$ cat config.mk
export PLATFORM = sky130hd
export DESIGN_NAME = aabb_overlap_resolver_top
export DESIGN_NICKNAME = d
export VERILOG_FILES = /design/src/rtl/aor_pkg.sv /design/src/rtl/aabb_overlap_resolver_top.sv /design/src/rtl/aor_detect.sv /design/src/rtl/aor_resolve.sv /design/src/rtl/aor_check.sv
export SDC_FILE = /design/constraint.sdc
export NUM_CORES = 2
export LEC_CHECK = 0
export BUFFER_PORTS_ARGS = -buffer_cell sky130_fd_sc_hd__buf_2
export CORE_MARGIN = 3
export CORE_UTILIZATION = 45
export CTS_CLUSTER_DIAMETER = 80
export DETAILED_ROUTE_END_ITERATION = 10
export PLACE_DENSITY = 0.58
export SYNTH_ARGS = -nofsm -noshare
export SYNTH_HDL_FRONTEND = slang
export SYNTH_SLANG_ARGS = --single-unit
$ cat constraint.sdc
create_clock -name i_clk -period 14.15 [get_ports i_clk]
set_input_delay 2.83 -clock i_clk [delete_from_list [all_inputs] [get_ports i_clk]]
set_output_delay 2.83 -clock i_clk [all_outputs]
set_load 0.05 [all_outputs]
$ cat src/rtl/aor_pkg.sv
// ----------------------------------------------------------------------------
// aor_pkg
// Shared widths, flag bit positions, word and stage types, and the strict
// box overlap test used on entry and after resolution.
// ----------------------------------------------------------------------------
`default_nettype none

package aor_pkg;

    localparam int COORD_WIDTH = 32;
    localparam int SIZE_WIDTH  = COORD_WIDTH - 1;
    localparam int FLAG_WIDTH  = 4;

    // constraint flag bit positions
    localparam int FL_STATIC = 0;
    localparam int FL_NOH    = 1;
    localparam int FL_NOV    = 2;

    typedef logic signed [COORD_WIDTH-1:0] t_coord;
    typedef logic        [SIZE_WIDTH-1:0]  t_size;
    typedef logic        [FLAG_WIDTH-1:0]  t_flags;

    typedef enum logic [1:0] {
        AXIS_NONE,
        AXIS_X,
        AXIS_Y
    } t_axis;

    typedef struct packed {
        t_coord a_x;
        t_coord a_y;
        t_size  a_w;
        t_size  a_h;
        t_coord b_x;
        t_coord b_y;
        t_size  b_w;
        t_size  b_h;
        t_flags a_flags;
        t_flags b_flags;
    } t_in_word;

    typedef struct packed {
        t_coord new_a_x;
        t_coord new_a_y;
        t_coord new_b_x;
        t_coord new_b_y;
        logic   overlapped_before;
        logic   still_overlapping;
    } t_out_word;

    // after detection: overlaps seen from A and from B differ only on a tie
    typedef struct packed {
        t_coord ax;
        t_coord ay;
        t_size  aw;
        t_size  ah;
        t_coord bx;
        t_coord by;
        t_size  bw;
        t_size  bh;
        t_flags af;
        t_flags bf;
        logic   ovl_in;
        logic   move;
        logic   gtx;
        logic   ltx;
        logic   gty;
        logic   lty;
        t_size  ox_a;
        t_size  oy_a;
        t_size  ox_b;
        t_size  oy_b;
    } t_det;

    // after resolution: wrapped positions, sizes for the final test
    typedef struct packed {
        t_coord ax;
        t_coord ay;
        t_size  aw;
        t_size  ah;
        t_coord bx;
        t_coord by;
        t_size  bw;
        t_size  bh;
        logic   ovl_in;
    } t_res;

    typedef logic signed [COORD_WIDTH:0] t_wide;

    function automatic t_wide widen_size(input t_size s);
        return $signed({2'b00, s});
    endfunction

    // strict interior intersection on both axes, sums one bit wider
    function automatic logic boxes_overlap(
        input t_coord ax, input t_coord ay, input t_size aw, input t_size ah,
        input t_coord bx, input t_coord by, input t_size bw, input t_size bh
    );
        t_wide ax_e;
        t_wide ay_e;
        t_wide bx_e;
        t_wide by_e;
        ax_e = ax;
        ay_e = ay;
        bx_e = bx;
        by_e = by;
        return (ax_e < bx_e + widen_size(bw)) && (ax_e + widen_size(aw) > bx_e) &&
               (ay_e < by_e + widen_size(bh)) && (ay_e + widen_size(ah) > by_e);
    endfunction

endpackage

`default_nettype wire

$ cat src/rtl/aabb_overlap_resolver_top.sv
// ----------------------------------------------------------------------------
// aabb_overlap_resolver_top
// Resolves the overlap of one pair of axis-aligned boxes per word.
//
//   channel   direction  handshake                    word
//   input     in         i_in_valid / o_in_ready      i_in_data  (t_in_word)
//   output    out        o_out_valid / i_out_ready    o_out_data (t_out_word)
//
// one word per cycle sustained while i_out_ready is high; a result passes
// the input register, detect, resolve and the overlap recheck into the output
// register. each stage holds one word and moves on when the next stage is
// empty or moving, so input is taken while a result waits until all four
// stages hold a word. synchronous active-low reset empties all stages.
// ----------------------------------------------------------------------------
`default_nettype none

module aabb_overlap_resolver_top
    import aor_pkg::*;
(
    input  wire       i_clk,
    input  wire       i_rst_n,
    input  wire       i_in_valid,
    output logic      o_in_ready,
    input  t_in_word  i_in_data,
    output logic      o_out_valid,
    input  wire       i_out_ready,
    output t_out_word o_out_data
);

    logic      r_v0;
    logic      r_v1;
    logic      r_v2;
    logic      r_v3;
    t_in_word  r_in;
    t_det      r_s1;
    t_res      r_s2;
    t_out_word r_out;

    t_det      n_s1;
    t_res      n_s2;
    t_out_word n_out;

    logic en0;
    logic en1;
    logic en2;
    logic en3;

    always_comb begin
        en3 = !r_v3 || i_out_ready;
        en2 = !r_v2 || en3;
        en1 = !r_v1 || en2;
        en0 = !r_v0 || en1;
    end

    assign o_in_ready  = en0;
    assign o_out_valid = r_v3;
    assign o_out_data  = r_out;

    aor_detect u_detect (
        .i_word (r_in),
        .o_det  (n_s1)
    );

    aor_resolve u_resolve (
        .i_det (r_s1),
        .o_res (n_s2)
    );

    aor_check u_check (
        .i_res  (r_s2),
        .o_word (n_out)
    );

    always_ff @(posedge i_clk) begin
        if (!i_rst_n) begin
            r_v0 <= 1'b0;
            r_v1 <= 1'b0;
            r_v2 <= 1'b0;
            r_v3 <= 1'b0;
        end else begin
            if (en0) begin
                r_v0 <= i_in_valid;
            end
            if (en1) begin
                r_v1 <= r_v0;
            end
            if (en2) begin
                r_v2 <= r_v1;
            end
            if (en3) begin
                r_v3 <= r_v2;
            end
        end
    end

    always_ff @(posedge i_clk) begin
        if (en0) begin
            r_in <= i_in_data;
        end
        if (en1) begin
            r_s1 <= n_s1;
        end
        if (en2) begin
            r_s2 <= n_s2;
        end
        if (en3) begin
            r_out <= n_out;
        end
    end

    // an empty output stage never blocks the input side
    a_ready_when_empty: assert property (@(posedge i_clk) disable iff (!i_rst_n)
        !r_v3 |-> o_in_ready)
        else $error("input stalled with empty output stage");

    // boxes apart on entry never move, so they cannot overlap afterwards
    a_no_new_overlap: assert property (@(posedge i_clk) disable iff (!i_rst_n)
        (r_v3 && !r_out.overlapped_before) |-> !r_out.still_overlapping)
        else $error("overlap created from separated boxes");

    // a word needing no move passes its positions through the resolve stage
    a_pass_through: assert property (@(posedge i_clk) disable iff (!i_rst_n)
        (r_v1 && en2 && !r_s1.move) |=>
        (r_s2.ax == $past(r_s1.ax) && r_s2.ay == $past(r_s1.ay) &&
         r_s2.bx == $past(r_s1.bx) && r_s2.by == $past(r_s1.by)))
        else $error("positions changed without a move");

endmodule

`default_nettype wire

$ cat src/rtl/aor_detect.sv
// ----------------------------------------------------------------------------
// aor_detect
// Entry overlap test, identity check, position order and per-axis overlap
// depths seen from each box.
// ----------------------------------------------------------------------------
`default_nettype none

module aor_detect
    import aor_pkg::*;
(
    input  t_in_word i_word,
    output t_det     o_det
);

    t_wide ax_e;
    t_wide ay_e;
    t_wide bx_e;
    t_wide by_e;
    t_wide dx_ba;
    t_wide dx_ab;
    t_wide dy_ba;
    t_wide dy_ab;
    logic  ovl_in;
    logic  same_box;

    always_comb begin
        ax_e = i_word.a_x;
        ay_e = i_word.a_y;
        bx_e = i_word.b_x;
        by_e = i_word.b_y;

        // depths are below 2^31 whenever the boxes overlap, low bits suffice
        dx_ba = bx_e + widen_size(i_word.b_w) - ax_e;
        dx_ab = ax_e + widen_size(i_word.a_w) - bx_e;
        dy_ba = by_e + widen_size(i_word.b_h) - ay_e;
        dy_ab = ay_e + widen_size(i_word.a_h) - by_e;

        ovl_in = boxes_overlap(i_word.a_x, i_word.a_y, i_word.a_w, i_word.a_h,
                               i_word.b_x, i_word.b_y, i_word.b_w, i_word.b_h);
        same_box = (i_word.a_x == i_word.b_x) && (i_word.a_y == i_word.b_y) &&
                   (i_word.a_w == i_word.b_w) && (i_word.a_h == i_word.b_h);

        o_det.ax     = i_word.a_x;
        o_det.ay     = i_word.a_y;
        o_det.aw     = i_word.a_w;
        o_det.ah     = i_word.a_h;
        o_det.bx     = i_word.b_x;
        o_det.by     = i_word.b_y;
        o_det.bw     = i_word.b_w;
        o_det.bh     = i_word.b_h;
        o_det.af     = i_word.a_flags;
        o_det.bf     = i_word.b_flags;
        o_det.ovl_in = ovl_in;
        o_det.move   = ovl_in && !same_box;
        o_det.gtx    = i_word.a_x > i_word.b_x;
        o_det.ltx    = i_word.a_x < i_word.b_x;
        o_det.gty    = i_word.a_y > i_word.b_y;
        o_det.lty    = i_word.a_y < i_word.b_y;

        // a tie on position takes the reference box's own size
        o_det.ox_a = o_det.gtx ? dx_ba[SIZE_WIDTH-1:0] :
                     o_det.ltx ? dx_ab[SIZE_WIDTH-1:0] : i_word.a_w;
        o_det.ox_b = o_det.gtx ? dx_ba[SIZE_WIDTH-1:0] :
                     o_det.ltx ? dx_ab[SIZE_WIDTH-1:0] : i_word.b_w;
        o_det.oy_a = o_det.gty ? dy_ba[SIZE_WIDTH-1:0] :
                     o_det.lty ? dy_ab[SIZE_WIDTH-1:0] : i_word.a_h;
        o_det.oy_b = o_det.gty ? dy_ba[SIZE_WIDTH-1:0] :
                     o_det.lty ? dy_ab[SIZE_WIDTH-1:0] : i_word.b_h;
    end

endmodule

`default_nettype wire

$ cat src/rtl/aor_resolve.sv
// ----------------------------------------------------------------------------
// aor_resolve
// Picks the resolution case from the flags and applies the position moves,
// wrapping to the coordinate width.
// ----------------------------------------------------------------------------
`default_nettype none

module aor_resolve
    import aor_pkg::*;
(
    input  t_det i_det,
    output t_res o_res
);

    function automatic t_coord to_delta(input t_size mag, input logic neg);
        t_coord m;
        m = $signed({1'b0, mag});
        return neg ? -m : m;
    endfunction

    // axis along which a box pushed by a static partner moves
    function automatic t_axis push_axis(input t_flags f, input t_size ox, input t_size oy);
        if (f == '0) begin
            return (ox < oy) ? AXIS_X : AXIS_Y;
        end else if (f[FL_NOH]) begin
            return AXIS_Y;
        end else if (f[FL_NOV]) begin
            return AXIS_X;
        end
        return AXIS_NONE;
    endfunction

    t_coord d_ax;
    t_coord d_ay;
    t_coord d_bx;
    t_coord d_by;
    t_size  hx_a;
    t_size  hy_a;
    t_size  hx_b;
    t_size  hy_b;
    t_axis  a_push;
    t_axis  b_push;

    always_comb begin
        d_ax   = '0;
        d_ay   = '0;
        d_bx   = '0;
        d_by   = '0;
        hx_a   = i_det.ox_a >> 1;
        hy_a   = i_det.oy_a >> 1;
        hx_b   = i_det.ox_b >> 1;
        hy_b   = i_det.oy_b >> 1;
        b_push = push_axis(i_det.bf, i_det.ox_a, i_det.oy_a);
        a_push = push_axis(i_det.af, i_det.ox_b, i_det.oy_b);

        if (i_det.move) begin
            priority if (i_det.af[FL_STATIC]) begin
                if (!i_det.bf[FL_STATIC]) begin
                    unique case (b_push)
                        AXIS_X:    d_bx = to_delta(i_det.ox_a, !i_det.ltx);
                        AXIS_Y:    d_by = to_delta(i_det.oy_a, !i_det.lty);
                        AXIS_NONE: ;
                    endcase
                end
            end else if (i_det.bf[FL_STATIC]) begin
                unique case (a_push)
                    AXIS_X:    d_ax = to_delta(i_det.ox_b, !i_det.gtx);
                    AXIS_Y:    d_ay = to_delta(i_det.oy_b, !i_det.gty);
                    AXIS_NONE: ;
                endcase
            end else if (i_det.af == '0) begin
                // A free: shares the depth when B may move on that axis
                if (i_det.ox_a < i_det.oy_a) begin
                    if (!i_det.bf[FL_NOH]) begin
                        if (i_det.gtx || i_det.ltx) begin
                            d_ax = to_delta(hx_a, i_det.ltx);
                            d_bx = to_delta(hx_a, i_det.gtx);
                        end
                    end else begin
                        d_ax = to_delta(i_det.ox_a, i_det.ltx);
                    end
                end else begin
                    if (!i_det.bf[FL_NOV]) begin
                        if (i_det.gty || i_det.lty) begin
                            d_ay = to_delta(hy_a, i_det.lty);
                            d_by = to_delta(hy_a, i_det.gty);
                        end
                    end else begin
                        d_ay = to_delta(i_det.oy_a, i_det.lty);
                    end
                end
            end else if (i_det.bf == '0) begin
                // B free, same with roles swapped
                if (i_det.ox_b < i_det.oy_b) begin
                    if (!i_det.af[FL_NOH]) begin
                        if (i_det.gtx || i_det.ltx) begin
                            d_bx = to_delta(hx_b, i_det.gtx);
                            d_ax = to_delta(hx_b, i_det.ltx);
                        end
                    end else begin
                        d_bx = to_delta(i_det.ox_b, i_det.gtx);
                    end
                end else begin
                    if (!i_det.af[FL_NOV]) begin
                        if (i_det.gty || i_det.lty) begin
                            d_by = to_delta(hy_b, i_det.gty);
                            d_ay = to_delta(hy_b, i_det.lty);
                        end
                    end else begin
                        d_by = to_delta(i_det.oy_b, i_det.gty);
                    end
                end
            end else begin
                // A slides along x if NOV is set, else along y if NOH is set
                if (i_det.af[FL_NOV]) begin
                    d_ax = to_delta(i_det.ox_a, i_det.ltx);
                end else if (i_det.af[FL_NOH]) begin
                    d_ay = to_delta(i_det.oy_a, i_det.lty);
                end
            end
        end

        o_res.ax     = i_det.ax + d_ax;
        o_res.ay     = i_det.ay + d_ay;
        o_res.bx     = i_det.bx + d_bx;
        o_res.by     = i_det.by + d_by;
        o_res.aw     = i_det.aw;
        o_res.ah     = i_det.ah;
        o_res.bw     = i_det.bw;
        o_res.bh     = i_det.bh;
        o_res.ovl_in = i_det.ovl_in;
    end

endmodule

`default_nettype wire

$ cat src/rtl/aor_check.sv
// ----------------------------------------------------------------------------
// aor_check
// Overlap test on the resolved positions and packing of the result word.
// ----------------------------------------------------------------------------
`default_nettype none

module aor_check
    import aor_pkg::*;
(
    input  t_res      i_res,
    output t_out_word o_word
);

    always_comb begin
        o_word.new_a_x           = i_res.ax;
        o_word.new_a_y           = i_res.ay;
        o_word.new_b_x           = i_res.bx;
        o_word.new_b_y           = i_res.by;
        o_word.overlapped_before = i_res.ovl_in;
        o_word.still_overlapping = boxes_overlap(i_res.ax, i_res.ay, i_res.aw, i_res.ah,
                                                 i_res.bx, i_res.by, i_res.bw, i_res.bh);
    end

endmodule

`default_nettype wire
==> run summary <==
Worst-Margin Slew - 1.42 ns
Layout cells sized above 1 - 9.45%
Crit. End Element - flop
# nets final - 9579
Tmin final - 7.84 ns
Ys async rst share - 0%
# IOs - 396
Mapped Avg Cell Area - 9.69 µm²
Final WS setup - 6.31 ns
Chip height - 425 µm
Worst EP arrival - 8.41 ns
Yosys top cell area share - 39.3%
DRC - 0
Fin crit share - 55.4%
RSZ-0062 raised after global routing - no
Worst Setup Path Type - flop to flop
Final number of max-transition violations - 0
Setup violators final - 0
# hold bufs at CTS - 0
Post-CTS Setup Inserts - 0
CTS clk-pin slew, worst paths - 0.06 ns
H-tree Lvls - 3
Buffers added on ports - 395
Synth unique cells - 91
1st-pass router iterations - 6
Synth area leader - edfxtp_1
HPWL after DPL - 275000 µm
CP Data Required Time - 14.72 ns
Primary FF master, synth - edfxtp_1
Starting Density - 45.3%
Crit Path Max Fanout - 16
Worst-path cell chain - inv_1 -> ha_1 -> a21o_1 -> a21o_1 -> a21oi_1 -> o21ai_0 -> o211a_1 -> or2_2 -> nor3_2 -> buf_4 -> a22oi_1 -> o22a_1 -> nor2_1 -> ha_1 -> a21o_1 -> a21o_1 -> a21oi_1 -> o21ai_0 -> o21ai_0 -> o21ai_0 -> a221oi_1 -> o211ai_1 -> a2111o_1 -> and4_1
Leak Pwr - 37.5 nW
Area Growth Syn to Fin - 11.3%
Post-Route Hold Slack - 0.417 ns
Status - finished, final reports clean
Core Util, Final - 50.5%
Per-cell routed wire length - 31.5 µm
Yosys warning total - 0
Num rows - 153
Final antenna-violating net count - 0
Placed cell area - 0.0837 mm²
HP Class - flop to flop
CP max stage cell - edfxtp_1
Fin. Hold Viols - 0
Setup TNS - 0 ns
Place WS - 6.47 ns
Syn Inst Count - 8150
Die span in x - 425 µm
Clock buffer depth - 3
Delay-heaviest family, CP - compound AO/OA/AOI/OAI gates
Vias - 69211
Pwr dens - 151 mW/mm²
Sum of buffers and inverters on the critical path - 2
Post-CTS Resized - 0
CP Launch Type - flop
CTS root buffer - clkbuf_16
Largest net degree at the start of global routing - 160
Post-Syn Area - 0.0790 mm²
CTS Buf Count - 119
Initial antenna violation count - 49
Initial DRC Count - 9346
Seq cells post-synth - 1037
Core area - 0.174 mm²
Rel. slew slack - 4.64%
Max_cap viols - 0
Overall routing resource usage - 37.1%
First-pass GRT wire length - 475000 µm
Max Clock Freq - 128 MHz
Clk_skew - 0.0480 ns
Worst vdd ir - 0.000103 V
EDFF count, synth - 1033
Gpl congestion - 1.03
Finished Cell Area - 0.0879 mm²
Top cells by area, synth - edfxtp_1, ha_1, xnor2_1
Vias in the first global route - 63283
Grt total ovfl - 0
Clock latency on the worst-skew pair - 0.82 ns
Die footprint - 0.181 mm²
Via density - 6.34
Clock sink count - 1037
Seq/Total Area, Yosys - 39.4%
CTS tree - done
Largest stage delay, worst path - 0.71 ns
Synth Net Count - 9256
WL final - 344000 µm
[state kept, by name, indices dropped and copies added (netlist names)]
signal       count
r_in           260
r_s1           390
o_out_data     130
r_v2             1
o_out_valid      1
r_s2           253
r_v1             1
r_v0             1
[worst paths after layout]
check	depth (start not counted)	slack, ns	from	end
max reg2reg	24	6.31	r_s1[69]	r_s2[124]
min	0	0.42	r_s1[307]	r_s2[170]
min reg2reg	0	0.42	r_s1[307]	r_s2[170]
max	24	6.31	r_s1[69]	r_s2[124]
[synth_stat cells (176+ instances only)]
cell	instances
edfxtp_1	1033
ha_1	826
nor2_1	623
xnor2_1	621
a21oi_1	604
nand2_1	560
inv_1	480
o21ai_0	461
a21o_1	377
clkbuf_1	280
xor2_1	242
nor3_1	176
[per-layer routing]
metal / part of all wire (%) / up-vias / track usage, % / wire [µm]
li1: - / 30969 / - / -
met2: 39 / 3879 / 49.7 / 133000
met3: 13 / 540 / 13.3 / 46400
met4: 3.8 / 4 / 12.5 / 13200
met5: 0.0073 / - / 0 / 25
met1: 44 / 33819 / 54.4 / 151000
[stage by stage]
step,total power [mW],cells
after floorplan,7.88,8150
after global placement,9.79,10675
after detailed placement,9.80,10675
after CTS,13.1,10897
after global routing,13.8,10901
final,13.2,10916
[where the power goes]
part | internal (mW) | total (mW) | switching, mW | leakage [nW]
Combinational | 2.02 | 5.28 | 3.26 | 24.5
Clock | 1.88 | 3.25 | 1.38 | 1.97
Sequential | 3.81 | 4.70 | 0.885 | 11.0
[layout by cell type, fill, tap and decap left out, drive strengths merged, types with 78 or more instances in the layout]
cell type	netlist	routed
ha	826	826
xnor2	621	621
a21o	377	377
o21a	94	94
a211oi	87	87
nand2b	105	105
xor2	242	242
clkbuf	280	143
edfxtp	1033	1033
inv	482	493
nor2	623	623
o22ai	78	78
a21oi	604	604
nor2b	96	96
o21ai	469	469
nor3	178	178
nand3	138	138
nand4	104	104
buf	38	520
nand2	560	560
[worst reg2reg max path, cell delays in order (launching register included)]
cell and delay [ns]:
edfxtp_1 0.71, inv_1 0.33, ha_1 0.29, a21o_1 0.18
a21o_1 0.17, a21oi_1 0.15, o21ai_0 0.18, o211a_1 0.34
or2_2 0.35, nor3_2 0.70, buf_4 0.44, a22oi_1 0.17
o22a_1 0.24, nor2_1 0.10, ha_1 0.29, a21o_1 0.22
a21o_1 0.18, a21oi_1 0.19, o21ai_0 0.12, o21ai_0 0.30
o21ai_0 0.39, a221oi_1 0.70, o211ai_1 0.23, a2111o_1 0.44
and4_1 0.20
[logic make-up (layout without fill, tap and decap cells)]
kind of cell | after synthesis | after routing | synth area share, %
other | 0 | 17 | 0
flip-flops | 1037 | 1037 | 39.4
AND/OR/NAND/NOR | 2141 | 2141 | 13.0
multiplexers | 29 | 29 | 0.421
AO/OA/AOI/OAI | 2428 | 2428 | 20.2
buffers and inverters | 809 | 1233 | 3.89
adder cells (fa/ha/maj) | 842 | 842 | 13.5
XOR/XNOR | 864 | 864 | 9.60
[final cells by class]
| class | instances | area, µm² |
|---|---|---|
| multi-input combinational | 6304 | 44900 |
| antenna | 17 | 42.5 |
| tap | 2325 | 2910 |
| clock buffer | 143 | 3190 |
| timing repair buffer | 520 | 2970 |
| inverter | 491 | 1860 |
| fill | 16204 | 86300 |
| sequential | 1037 | 31100 |
| clock inverter | 79 | 931 |
No activity file was read; power rests on OpenSTA's default activity.
